==> src/hdl/bdqs_pkg.sv <==
// Package for the bounded deque with search: field widths, operation and
// status codes, controller states. No dependencies.
package bdqs_pkg;

    // Default number of entries the deque can hold
    localparam int CAPACITY_DEF = 16;

    // Fixed payload widths
    localparam int FUNC_W   = 3;
    localparam int VALUE_W  = 32;
    localparam int STATUS_W = 2;
    localparam int COUNT_W  = 5;

    // Operation codes carried in the func field
    typedef enum logic [FUNC_W-1:0] {
        FN_PUSH_BACK  = 3'd0,
        FN_PUSH_FRONT = 3'd1,
        FN_POP_BACK   = 3'd2,
        FN_POP_FRONT  = 3'd3,
        FN_SEARCH     = 3'd4,
        FN_CLEAR      = 3'd5
    } func_t;

    // Result status codes
    typedef enum logic [STATUS_W-1:0] {
        STAT_OK    = 2'd0,
        STAT_EMPTY = 2'd1,
        STAT_FULL  = 2'd2
    } status_t;

    // Controller states
    typedef enum logic {
        SM_IDLE   = 1'b0,
        SM_SEARCH = 1'b1
    } state_t;

endpackage

==> src/hdl/bdqs_if.sv <==
// Valid/ready channel interfaces for the deque: request and result items.
// Depends on bdqs_pkg for payload widths.
interface bdqs_req_if;
    logic                                valid;
    logic                                ready;
    logic [bdqs_pkg::FUNC_W-1:0]         func;
    logic signed [bdqs_pkg::VALUE_W-1:0] value;

    modport source (output valid, output func, output value, input ready);
    modport sink   (input valid, input func, input value, output ready);
endinterface

interface bdqs_rsp_if;
    logic                          valid;
    logic                          ready;
    logic [bdqs_pkg::STATUS_W-1:0] status;
    logic                          found;
    logic [bdqs_pkg::COUNT_W-1:0]  entry_count;

    modport source (output valid, output status, output found, output entry_count,
                    input ready);
    modport sink   (input valid, input status, input found, input entry_count,
                    output ready);
endinterface

==> src/hdl/bdqs_mem.sv <==
// Entry storage of the deque: one write port, one read port, registered read.
// Depends on bdqs_pkg for the value width.
module bdqs_mem #(
    parameter int DEPTH = bdqs_pkg::CAPACITY_DEF,
    parameter int AW    = (DEPTH > 1) ? $clog2(DEPTH) : 1
) (
    input  logic                         clk,
    input  logic                         wr_en,
    input  logic [AW-1:0]                wr_addr,
    input  logic [bdqs_pkg::VALUE_W-1:0] wr_data,
    input  logic                         rd_en,
    input  logic [AW-1:0]                rd_addr,
    output logic [bdqs_pkg::VALUE_W-1:0] rd_data
);

    logic [bdqs_pkg::VALUE_W-1:0] ram_reg [DEPTH];
    logic [bdqs_pkg::VALUE_W-1:0] rd_data_reg;

    // Write port
    always_ff @(posedge clk)
    begin
        if (wr_en)
        begin
            ram_reg[wr_addr] <= wr_data;
        end
    end

    // Read port, registered read
    always_ff @(posedge clk)
    begin
        if (rd_en)
        begin
            rd_data_reg <= ram_reg[rd_addr];
        end
    end

    assign rd_data = rd_data_reg;

endmodule

==> src/hdl/bdqs_ctrl.sv <==
// Deque controller: ring pointers, occupancy, search scan over the entry
// memory and the result register. Depends on bdqs_pkg and bdqs_if.
module bdqs_ctrl #(
    parameter int CAPACITY = bdqs_pkg::CAPACITY_DEF,
    parameter int IW       = (CAPACITY > 1) ? $clog2(CAPACITY) : 1
) (
    input  logic                          clk,
    input  logic                          rst_n,
    bdqs_req_if.sink                      req,
    bdqs_rsp_if.source                    rsp,
    output logic                          mem_wr_en,
    output logic [IW-1:0]                 mem_wr_addr,
    output logic [bdqs_pkg::VALUE_W-1:0]  mem_wr_data,
    output logic                          mem_rd_en,
    output logic [IW-1:0]                 mem_rd_addr,
    input  logic [bdqs_pkg::VALUE_W-1:0]  mem_rd_data
);

    localparam int CW = $clog2(CAPACITY + 1);
    localparam int SW = CW + 1;
    localparam int XW = CW + bdqs_pkg::COUNT_W;

    bdqs_pkg::state_t state_reg, state_next;

    logic [IW-1:0]                 front_reg, front_next;
    logic [CW-1:0]                 occ_reg, occ_next;
    logic [IW-1:0]                 scan_ptr_reg, scan_ptr_next;
    logic [CW-1:0]                 scan_left_reg, scan_left_next;
    logic                          rd_pend_reg, rd_pend_next;
    logic                          hit_reg, hit_next;
    logic [bdqs_pkg::VALUE_W-1:0]  key_reg, key_next;

    logic                          out_valid_reg, out_valid_next;
    logic [bdqs_pkg::STATUS_W-1:0] out_status_reg, out_status_next;
    logic                          out_found_reg, out_found_next;
    logic [bdqs_pkg::COUNT_W-1:0]  out_count_reg, out_count_next;

    logic                          slot_free;
    logic                          req_ready;
    logic                          accept;
    logic                          is_full;
    logic                          is_empty;
    logic [IW-1:0]                 front_prev;
    logic [IW-1:0]                 front_succ;
    logic [IW-1:0]                 scan_succ;
    logic [SW-1:0]                 back_sum;
    logic [SW-1:0]                 back_pos;
    logic [IW-1:0]                 back_idx;
    logic                          scan_done;
    logic                          hit_now;
    logic                          res_load;
    logic [bdqs_pkg::STATUS_W-1:0] res_status;
    logic                          res_found;
    logic [XW-1:0]                 occ_wide;

    // Handshake and occupancy flags
    assign slot_free = !out_valid_reg || rsp.ready;
    assign req_ready = (state_reg == bdqs_pkg::SM_IDLE) && slot_free;
    assign accept    = req.valid && req_ready;
    assign is_full   = (occ_reg == CW'(CAPACITY));
    assign is_empty  = (occ_reg == '0);

    // Ring position arithmetic, modulo CAPACITY
    assign front_prev = (front_reg == '0) ? IW'(CAPACITY - 1) : front_reg - 1'b1;
    assign front_succ = (front_reg == IW'(CAPACITY - 1)) ? '0 : front_reg + 1'b1;
    assign scan_succ  = (scan_ptr_reg == IW'(CAPACITY - 1)) ? '0 : scan_ptr_reg + 1'b1;
    assign back_sum   = SW'(front_reg) + SW'(occ_reg);
    assign back_pos   = (back_sum >= SW'(CAPACITY)) ? back_sum - SW'(CAPACITY) : back_sum;
    assign back_idx   = back_pos[IW-1:0];

    // Scan status: compare lands in the cycle after its read is issued
    assign hit_now   = rd_pend_reg && (mem_rd_data == key_reg);
    assign scan_done = (state_reg == bdqs_pkg::SM_SEARCH) && (scan_left_reg == '0)
                       && !rd_pend_reg;

    // Next state
    always_comb
    begin
        state_next = state_reg;
        unique case (state_reg)
            bdqs_pkg::SM_IDLE:
            begin
                if (accept && (req.func == bdqs_pkg::FN_SEARCH) && !is_empty)
                begin
                    state_next = bdqs_pkg::SM_SEARCH;
                end
            end
            bdqs_pkg::SM_SEARCH:
            begin
                if (scan_done && slot_free)
                begin
                    state_next = bdqs_pkg::SM_IDLE;
                end
            end
            default:
            begin
                state_next = bdqs_pkg::SM_IDLE;
            end
        endcase
    end

    // Datapath, memory accesses and result.
    // Writes happen only on accepts in idle and reads only while scanning,
    // so the two ports never touch the same entry in overlapping cycles.
    always_comb
    begin
        front_next     = front_reg;
        occ_next       = occ_reg;
        scan_ptr_next  = scan_ptr_reg;
        scan_left_next = scan_left_reg;
        rd_pend_next   = 1'b0;
        hit_next       = hit_reg;
        key_next       = key_reg;
        mem_wr_en      = 1'b0;
        mem_wr_addr    = back_idx;
        mem_wr_data    = req.value;
        mem_rd_en      = 1'b0;
        mem_rd_addr    = scan_ptr_reg;
        res_load       = 1'b0;
        res_status     = bdqs_pkg::STAT_OK;
        res_found      = 1'b0;

        unique case (state_reg)
            bdqs_pkg::SM_IDLE:
            begin
                if (accept)
                begin
                    res_load = 1'b1;
                    unique case (req.func)
                        bdqs_pkg::FN_PUSH_BACK:
                        begin
                            if (is_full)
                            begin
                                res_status = bdqs_pkg::STAT_FULL;
                            end
                            else
                            begin
                                mem_wr_en   = 1'b1;
                                mem_wr_addr = back_idx;
                                occ_next    = occ_reg + 1'b1;
                            end
                        end
                        bdqs_pkg::FN_PUSH_FRONT:
                        begin
                            if (is_full)
                            begin
                                res_status = bdqs_pkg::STAT_FULL;
                            end
                            else
                            begin
                                mem_wr_en   = 1'b1;
                                mem_wr_addr = front_prev;
                                front_next  = front_prev;
                                occ_next    = occ_reg + 1'b1;
                            end
                        end
                        bdqs_pkg::FN_POP_BACK:
                        begin
                            if (is_empty)
                            begin
                                res_status = bdqs_pkg::STAT_EMPTY;
                            end
                            else
                            begin
                                occ_next = occ_reg - 1'b1;
                            end
                        end
                        bdqs_pkg::FN_POP_FRONT:
                        begin
                            if (is_empty)
                            begin
                                res_status = bdqs_pkg::STAT_EMPTY;
                            end
                            else
                            begin
                                front_next = front_succ;
                                occ_next   = occ_reg - 1'b1;
                            end
                        end
                        bdqs_pkg::FN_SEARCH:
                        begin
                            // empty deque answers at once, else start the scan
                            if (!is_empty)
                            begin
                                res_load       = 1'b0;
                                scan_ptr_next  = front_reg;
                                scan_left_next = occ_reg;
                                hit_next       = 1'b0;
                                key_next       = req.value;
                            end
                        end
                        bdqs_pkg::FN_CLEAR:
                        begin
                            front_next = '0;
                            occ_next   = '0;
                        end
                        default:
                        begin
                            // unused codes leave the deque as it is
                        end
                    endcase
                end
            end
            bdqs_pkg::SM_SEARCH:
            begin
                // issue one read per cycle, fold in the previous compare
                if (scan_left_reg != '0)
                begin
                    mem_rd_en      = 1'b1;
                    scan_ptr_next  = scan_succ;
                    scan_left_next = scan_left_reg - 1'b1;
                    rd_pend_next   = 1'b1;
                end
                hit_next = hit_reg | hit_now;
                if (scan_done && slot_free)
                begin
                    res_load  = 1'b1;
                    res_found = hit_reg;
                end
            end
            default:
            begin
            end
        endcase
    end

    // Result register
    assign occ_wide = XW'(occ_next);

    always_comb
    begin
        out_valid_next  = out_valid_reg && !rsp.ready;
        out_status_next = out_status_reg;
        out_found_next  = out_found_reg;
        out_count_next  = out_count_reg;
        if (res_load)
        begin
            out_valid_next  = 1'b1;
            out_status_next = res_status;
            out_found_next  = res_found;
            out_count_next  = occ_wide[bdqs_pkg::COUNT_W-1:0];
        end
    end

    // Control state
    always_ff @(posedge clk or negedge rst_n)
    begin
        if (!rst_n)
        begin
            state_reg     <= bdqs_pkg::SM_IDLE;
            front_reg     <= '0;
            occ_reg       <= '0;
            scan_left_reg <= '0;
            rd_pend_reg   <= 1'b0;
            out_valid_reg <= 1'b0;
        end
        else
        begin
            state_reg     <= state_next;
            front_reg     <= front_next;
            occ_reg       <= occ_next;
            scan_left_reg <= scan_left_next;
            rd_pend_reg   <= rd_pend_next;
            out_valid_reg <= out_valid_next;
        end
    end

    // Payload registers
    always_ff @(posedge clk)
    begin
        scan_ptr_reg   <= scan_ptr_next;
        hit_reg        <= hit_next;
        key_reg        <= key_next;
        out_status_reg <= out_status_next;
        out_found_reg  <= out_found_next;
        out_count_reg  <= out_count_next;
    end

    assign req.ready       = req_ready;
    assign rsp.valid       = out_valid_reg;
    assign rsp.status      = out_status_reg;
    assign rsp.found       = out_found_reg;
    assign rsp.entry_count = out_count_reg;

endmodule

==> src/hdl/bounded_deque_with_search.sv <==
// Top level of the bounded deque with membership search.
// Depends on bdqs_pkg, bdqs_if, bdqs_mem and bdqs_ctrl.
//
//   Channel | Direction | Payload                          | Item
//   --------+-----------+----------------------------------+--------------------
//   req     | in        | func[2:0], value[31:0] signed    | one request
//   rsp     | out       | status[1:0], found, entry_count  | one result per req
//
// Push, pop, clear, unused codes and a search of an empty deque: result
// registered in the cycle after the item is taken; a new item can be taken every
// cycle while no result waits. Search of a non-empty deque: the single memory read
// port scans one entry per cycle; no new item is taken until the scan ends.
// Reset clears pointers and occupancy at once; entries need no clearing pass.
// A waiting result blocks the next item only while the sink holds ready low.
module bounded_deque_with_search #(
    parameter int CAPACITY = bdqs_pkg::CAPACITY_DEF
) (
    input  logic       clk,
    input  logic       rst_n,
    bdqs_req_if.sink   req,
    bdqs_rsp_if.source rsp
);

    localparam int IW = (CAPACITY > 1) ? $clog2(CAPACITY) : 1;

    logic                         mem_wr_en;
    logic [IW-1:0]                mem_wr_addr;
    logic [bdqs_pkg::VALUE_W-1:0] mem_wr_data;
    logic                         mem_rd_en;
    logic [IW-1:0]                mem_rd_addr;
    logic [bdqs_pkg::VALUE_W-1:0] mem_rd_data;

    // Controller
    bdqs_ctrl #(
        .CAPACITY (CAPACITY),
        .IW       (IW)
    ) u_ctrl (
        .clk         (clk),
        .rst_n       (rst_n),
        .req         (req),
        .rsp         (rsp),
        .mem_wr_en   (mem_wr_en),
        .mem_wr_addr (mem_wr_addr),
        .mem_wr_data (mem_wr_data),
        .mem_rd_en   (mem_rd_en),
        .mem_rd_addr (mem_rd_addr),
        .mem_rd_data (mem_rd_data)
    );

    // Entry storage
    bdqs_mem #(
        .DEPTH (CAPACITY),
        .AW    (IW)
    ) u_mem (
        .clk     (clk),
        .wr_en   (mem_wr_en),
        .wr_addr (mem_wr_addr),
        .wr_data (mem_wr_data),
        .rd_en   (mem_rd_en),
        .rd_addr (mem_rd_addr),
        .rd_data (mem_rd_data)
    );

endmodule

==> src/flat_wrapper.sv <==
// flat-port wrapper written by rule: the top's interface ports become plain ports
module bounded_deque_with_search_flat 
#(
    parameter int CAPACITY = bdqs_pkg::CAPACITY_DEF
)
  (clk, rst_n, req_valid, req_func, req_value, req_ready, rsp_valid, rsp_status, rsp_found, rsp_entry_count, rsp_ready);
  bdqs_req_if req_i ();
  bdqs_rsp_if rsp_i ();
  input  logic clk;
  input  logic rst_n;
  input wire logic [$bits(req_i.valid)-1:0] req_valid;
  input wire logic [$bits(req_i.func)-1:0] req_func;
  input wire logic [$bits(req_i.value)-1:0] req_value;
  output wire logic [$bits(req_i.ready)-1:0] req_ready;
  output wire logic [$bits(rsp_i.valid)-1:0] rsp_valid;
  output wire logic [$bits(rsp_i.status)-1:0] rsp_status;
  output wire logic [$bits(rsp_i.found)-1:0] rsp_found;
  output wire logic [$bits(rsp_i.entry_count)-1:0] rsp_entry_count;
  input wire logic [$bits(rsp_i.ready)-1:0] rsp_ready;
  assign req_i.valid = req_valid;
  assign req_i.func = req_func;
  assign req_i.value = req_value;
  assign req_ready = req_i.ready;
  assign rsp_valid = rsp_i.valid;
  assign rsp_status = rsp_i.status;
  assign rsp_found = rsp_i.found;
  assign rsp_entry_count = rsp_i.entry_count;
  assign rsp_i.ready = rsp_ready;
  bounded_deque_with_search #(.CAPACITY(CAPACITY)) u_core (.clk(clk), .rst_n(rst_n), .req(req_i), .rsp(rsp_i));
endmodule
==> config.mk <==
export PLATFORM = sky130hd
export DESIGN_NAME = bounded_deque_with_search_flat
export DESIGN_NICKNAME = d
export VERILOG_FILES = /design/src/hdl/bdqs_pkg.sv /design/src/hdl/bdqs_if.sv /design/src/hdl/bdqs_mem.sv /design/src/hdl/bdqs_ctrl.sv /design/src/hdl/bounded_deque_with_search.sv /design/src/flat_wrapper.sv
export SDC_FILE = /design/constraint.sdc
export NUM_CORES = 1
export LEC_CHECK = 0
export BUFFER_PORTS_ARGS = -buffer_cell sky130_fd_sc_hd__clkbuf_2
export CAP_MARGIN = 15
export CORE_ASPECT_RATIO = 0.6
export CORE_MARGIN = 2
export CORE_UTILIZATION = 30
export DETAILED_ROUTE_END_ITERATION = 6
export HOLD_SLACK_MARGIN = 0.06
export PLACE_DENSITY = 0.4
export RECOVER_POWER = 25
export SLEW_MARGIN = 0
export SYNTH_ARGS = -nofsm -noshare
export SYNTH_HDL_FRONTEND = slang
export SYNTH_SLANG_ARGS = --single-unit
==> constraint.sdc <==
create_clock -name clk -period 10.8 [get_ports clk]
set_input_delay 1.08 -clock clk [delete_from_list [all_inputs] [get_ports clk]]
set_output_delay 1.08 -clock clk [all_outputs]
set_load 0.01 [all_outputs]
# After elaboration in Yosys (flattened, before gate mapping)
# Memory sizes are Yosys's and may differ from the RTL's. A register that Yosys moved wholly into a read port is not among the register bits.
# Cells that the tools add are included.
# word_totals
in_bits	39
mem_bits_rw	512
register_bits	62
memories	1
# op_classes
n_eq_ne	15
n_reduce_logical	28
n_bitwise	4
addsub	8
muxes	50
order_cmp	1
# memory_table
name	words	width	rd	rd_ports_with_merged_regs	write_ports	line_no	source
u_core.u_mem.ram_reg	16	32	1	1	1	bdqs_mem.sv:16	logic [bdqs_pkg::VALUE_W-1:0] ram_reg [DEPTH];
# ops
operator	count
$mux W4	14
$mux W5	8
$eq A32 B32 Y1	1
$mux W1	19
$pmux W5 S3	1
$pmux W4 S3	1
$logic_not A5 Y1	2
$pmux W5 S2	1
$sub A5 B1 Y5 const B	2
$logic_and A1 B1 Y1	9
$add A4 B1 Y4 const B	2
$eq A4 B4 Y1 const B	2
$ne A2 B2 Y1 const B	4
$pmux W4 S2	1
$reduce_and A4 Y1	2
$sub A4 B1 Y4 const B	2
$add A4 B5 Y6	1
$eq A3 B2 Y1 const B	2
$eq A3 B3 Y1 const B	2
$ge A6 B5 Y1 const B	1
$pmux W1 S2	3
$reduce_or A2 Y1	3
$add A5 B1 Y5 const B	1
$eq A5 B5 Y1 const B	1
other kinds (15)	21

# Logic depth before layout (Yosys ltp)
# depth
ltp_word	8
ltp_mapped	8
ltp_nobuf	7

# Cells and area by module
# A second synthesis with hierarchy kept.
# hier_totals
cells_unflattened	1156
hier_area_um2	23719.0
# modules_own_cells
module	area_each_um2	seq_area_each_um2	cells_per_inst	instances
bdqs_mem	20155.6	16335.7	838	1
bdqs_ctrl	3563.4	1776.7	318	1

# Least setup slack after synthesis
# No wires, ideal clock.
# synth_path
path_kind	input to register
start	input req_func[2]
end	memory u_core.u_mem.ram_reg[2][0] (netlist bit) (enable)
path_buffers	1
t_arrival_ns	3.443
path_stages	5
required_time_ns	10.379
setup_ns	0.421
path_slack_ns	6.936
cell_sequence	buf_6 > inv_1 > o211ai_1 > or4b_4 > nor2_1
# synth_via
elab_chain_cells	7
elab_cells_between_ends	11
cone_classes	1 x eq/ne; 8 x mux; 2 x reduce/logical
# synth_rtl
element	line_no	source
from (decl)	flat_wrapper.sv:12	input wire logic [$bits(req_i.func)-1:0] req_func;
$eq A3 B1 Y1 / $logic_not A3 Y1 (equally long branches)	bdqs_ctrl.sv:129	unique case (req.func)
$reduce_or A2 Y1 (no line)	--	
$mux W1	--	
$mux W1	bdqs_ctrl.sv:126	if (accept)
$mux W1	bdqs_ctrl.sv:123	unique case (state_reg)
$mux W1	bdqs_mem.sv:22	if (wr_en)
$mux W1 (not written as such)	bdqs_mem.sv:24	ram_reg[wr_addr] <= wr_data;
to (decl)	bdqs_mem.sv:16	
# Parallel ways exist; a longest one is shown, timed or not.

# Final worst setup path
# layout_path
start	register u_core.u_ctrl.front_reg[1]
end	memory u_core.u_mem.ram_reg[6][11] (netlist bit) (enable)
# layout_via
elab_chain_cells	7
elab_cells_between_ends	11
cone_classes	3 x add/sub; 1 x order compare; 6 x mux; 1 x reduce/logical
# layout_rtl
element	line_no	source
from (decl)	bdqs_ctrl.sv:25	logic [IW-1:0] front_reg, front_next;
from (signal assigned)	bdqs_ctrl.sv:260	front_reg <= front_next;
$add A4 B5 Y6	bdqs_ctrl.sv:67	assign back_sum = SW'(front_reg) + SW'(occ_reg);
$ge A6 B5 Y1 / $sub A4 B1 Y4 (equally long branches)	bdqs_ctrl.sv:68	assign back_pos = (back_sum >= SW'(CAPACITY)) ? back_sum - SW'(CAPACITY) : back_sum;
$mux W4	bdqs_ctrl.sv:68	
$mux W4	bdqs_ctrl.sv:145	if (is_full)
$mux W4	--	
$mux W4	bdqs_ctrl.sv:126	
$mux W4 *	bdqs_ctrl.sv:123	
# Every way passes the cells marked *; elsewhere a longest branch is shown, timed or not.

==> flow_metrics.env <==
export IMPL_yosys_area_share_simple_pct=2.85
export IMPL_dr_first_iter_drc_count=1264
export IMPL_pwr_share_seq_pct=42.2
export IMPL_powerDensity_nw_per_um2=253
export IMPL_synth_xor_area_share_pct=1.42
export IMPL_fillers=7538
export IMPL_post_route_period_util_pct=34.2
export IMPL_diodes=0
export IMPL_grt_total_usage_pct=15.3
export IMPL_startpoint_type="flip-flop"
export IMPL_min_period_ns=3.70
export IMPL_cts_root_buf="clkbuf_16"
export IMPL_clock_latency_ns=0.63
export IMPL_crit_chain="inv_1 > ha_1 > o311ai_0 > a32oi_1 > nor2_4 > buf_4"
export IMPL_die_y_um=224
export IMPL_synth_nets=1349
export IMPL_r2r_end="u_core.u_mem.ram_reg[6][11]"
export IMPL_hold_viol=0
export IMPL_rows=80
export IMPL_rrSetupSlack_ns=7.10
export IMPL_cp_depth=6
export IMPL_postCtsSetupBuffers=0
export IMPL_status="finished clean"
export IMPL_synth_compound_area_share_pct=6.10
export IMPL_synth_warnings=0
export IMPL_cp_arrival_ns=3.96
export IMPL_netSwitchingFraction_pct=33.2
export IMPL_p_sw_mw=2.30
export IMPL_nNetsFinal=1423
export IMPL_overflow=0
export IMPL_cpMaxStageDelayCell="o311ai_0"
export IMPL_clk_path_buf_depth=3
export IMPL_pwr_share_clk_pct=28.1
export IMPL_highest_layer="met5"
export IMPL_min_delay_path_depth=2
export IMPL_final_antenna_net_count=0
export IMPL_power_mw=6.93
export IMPL_syn_area_um2=24100
export IMPL_clock_skew_ns=0.0247
export IMPL_crit_buf_inv=2
export IMPL_met2_length_um=25200
export IMPL_met1_length_um=33400
export IMPL_synth_area_mux_share_pct=11.9
export IMPL_setup_tns_ns=0
export IMPL_worst_ir_drop_vdd_mv=0.200
export IMPL_antenna_found_initial=1
export IMPL_cts_buffers=58
export IMPL_dr_pass1_iters=5
export IMPL_seq_area_frac_synth_pct=75.2
export IMPL_synthAdderAreaFrac_pct=0.602
export IMPL_layout_drive_gt1_share_pct=18.5
export IMPL_synth_ff_type="edfxtp_1"
export IMPL_hpwlAfterDp_um=36000
export IMPL_cp_top_family="compound AO/OA/AOI/OAI gates"
export IMPL_ys_ff_latch=606
export IMPL_yosys_area_top_type="edfxtp_1"
export IMPL_reg2reg_depth=6
export IMPL_holdBufCountCts=0
export IMPL_synth_top_area_share_pct=73.4
export IMPL_path_max_fanout=20
export IMPL_worst_slew_pin_slew_ns=1.16
export IMPL_wl_per_cell_um=25.5
export IMPL_grt_max_degree=117
export IMPL_p_int_mw=4.63
export IMPL_synthMostInstantiatedCell="edfxtp_1"
export IMPL_largest_reg_flops=512
export IMPL_async_reset_ff_share_pct=2.81
export IMPL_netlist_instances=1299
export IMPL_htreeDepth=2
export IMPL_viasPerCell=4.91
export IMPL_cts_sinks=606
export IMPL_synth_edff_count=589
export IMPL_die_area_um2=82700
export IMPL_reg2reg_from="u_core.u_ctrl.front_reg[1]"
export IMPL_synth_distinct_cells=63
export IMPL_coreArea_um2=79500
export IMPL_crit_type="flip-flop to flip-flop"
export IMPL_place_congestion=0.827
export IMPL_cpPeakStageDelay_ns=0.86
export IMPL_clkTransAtPathRegs_ns=0.06
export IMPL_drv_cap=0
export IMPL_rsz0062_at_grt="false"
export IMPL_cellLeakagePower_nw=8.77
export IMPL_cts_tree="built"
export IMPL_fmax_ghz=0.271
export IMPL_start_util_pct=30.3
export IMPL_area_delta_synth_final_pct=13.5
export IMPL_post_cts_resized=0
export IMPL_fin_util_pct=34.4
export IMPL_drc=0
export IMPL_drv_slew=0
export IMPL_pwr_share_comb_pct=29.7
export IMPL_min_from="u_core.u_ctrl.hit_reg"
export IMPL_min_to="u_core.u_ctrl.hit_reg"
export IMPL_synth_top_family_by_area="multiplexers"
export IMPL_grt_pass1_vias=12000
export IMPL_routed_wl_um=63100
export IMPL_syn_area_per_cell_um2=18.5
export IMPL_finalSetupViolCount=0
export IMPL_via_count=12200
export IMPL_io_pins=49
export IMPL_port_buffers=48
export IMPL_slew_headroom_pct=23.0
export IMPL_hold_path_class="flip-flop to flip-flop"
export IMPL_route_met3_wl_um=3650
export IMPL_yosys_top_cells_count="589 x edfxtp_1, 105 x mux2i_1, 77 x o21ai_0, 64 x mux4_2, 50 x nand2_1"
export IMPL_worstPathRequired_ns=11.07
export IMPL_synth_area_leaders="edfxtp_1 73%, mux4_2 6.0%, mux2i_1 4.4%"
export IMPL_crit_path_end_kind="flip-flop"
export IMPL_grt_pass1_wl_um=90200
export IMPL_fp_dieW_um=370
[cell usage in the layout, fill, tap and decap left out, types with 9 or more instances in the layout]
| cell | netlist | layout |
|---|---|---|
| ha_1 | 10 | 10 |
| clkbuf_1 | 19 | 36 |
| xnor2_1 | 29 | 29 |
| edfxtp_1 | 589 | 589 |
| mux2i_1 | 105 | 105 |
| a221oi_1 | 32 | 32 |
| nand2_1 | 50 | 49 |
| clkbuf_16 | 0 | 59 |
| nor2_1 | 32 | 16 |
| mux2_2 | 33 | 33 |
| mux4_2 | 64 | 64 |
| a22oi_1 | 32 | 32 |
| nor3_1 | 9 | 9 |
| clkinv_1 | 0 | 11 |
| xor2_1 | 10 | 10 |
| buf_4 | 9 | 29 |
| o21ai_0 | 77 | 77 |
| nor2_4 | 0 | 16 |
| inv_1 | 15 | 13 |
| clkbuf_2 | 0 | 28 |
| a21oi_1 | 42 | 42 |
| dfrtp_1 | 17 | 17 |
[through the flow]
step           instance area [um^2]  setup WS, ns  std cells  hold slack, ns
2_1_floorplan                 24100          6.94       1299           0.504
6_report                      27300          7.10       2479           0.596
5_1_grt                       27300          6.76       2479           0.629
4_1_cts                       27400          7.10       2479           0.410
3_5_place_dp                  25600          6.89       2379           0.595
3_3_place_gp                  25600          6.91       2379           0.567
[metal layers]
metal	vias up	GRT usage (%)
met2	324	20.4
met3	69	2.91
met1	6374	25.1
li1	5402	-
met4	2	3.06
met5	-	0
[worst min-delay path, stage by stage (launching register included)]
cell      delay, ns
edfxtp_1       0.36
nand2_1        0.07
nand2_1        0.05
[final cells by class]
cell class              instances  area [um^2]  share of cell area, %
clock buffers                  75         1540                   5.62
flip-flops and latches        606        18100                   66.2
multi-input cells             614         5640                   20.6
inverters                      15         56.3                  0.206
well taps                    1066         1330                   4.88
repair buffers                 78          453                   1.66
clock inverters                25          216                  0.792
[power by group through the flow]
stage	registers (mW)	clock network [mW]	logic, mW
floorplan	2.92	0	1.44
global placement	2.97	0	2.10
detailed placement	2.97	0	2.09
CTS	2.92	2.02	2.10
global route	2.94	2.10	2.26
finish	2.92	1.95	2.06
[cells by family after synthesis]
logic type / after synthesis
AO/OA/AOI/OAI: 227
XOR/XNOR: 39
buffers and inverters: 79
AND/OR/NAND/NOR: 135
adder cells (fa/ha/maj): 11
multiplexers: 202
flip-flops: 606
[how the worst max path moves through the flow]
| stage | start | to | slack [ns] |
|---|---|---|---|
| finish | u_core.u_ctrl.front_reg[1] | u_core.u_mem.ram_reg[6][11] | 7.10 |
| global route | u_core.u_ctrl.front_reg[1] | u_core.u_mem.ram_reg[1][12] | 6.76 |
| CTS | u_core.u_ctrl.front_reg[1] | u_core.u_mem.ram_reg[1][12] | 7.10 |
| floorplan | req_func[2] | u_core.u_mem.ram_reg[2][0] | 6.94 |
| detailed placement | req_func[0] | u_core.u_mem.ram_reg[6][16] | 6.89 |
| global placement | req_func[0] | u_core.u_mem.ram_reg[1][12] | 6.91 |
Note: power is estimated with default switching activity, not from simulation.
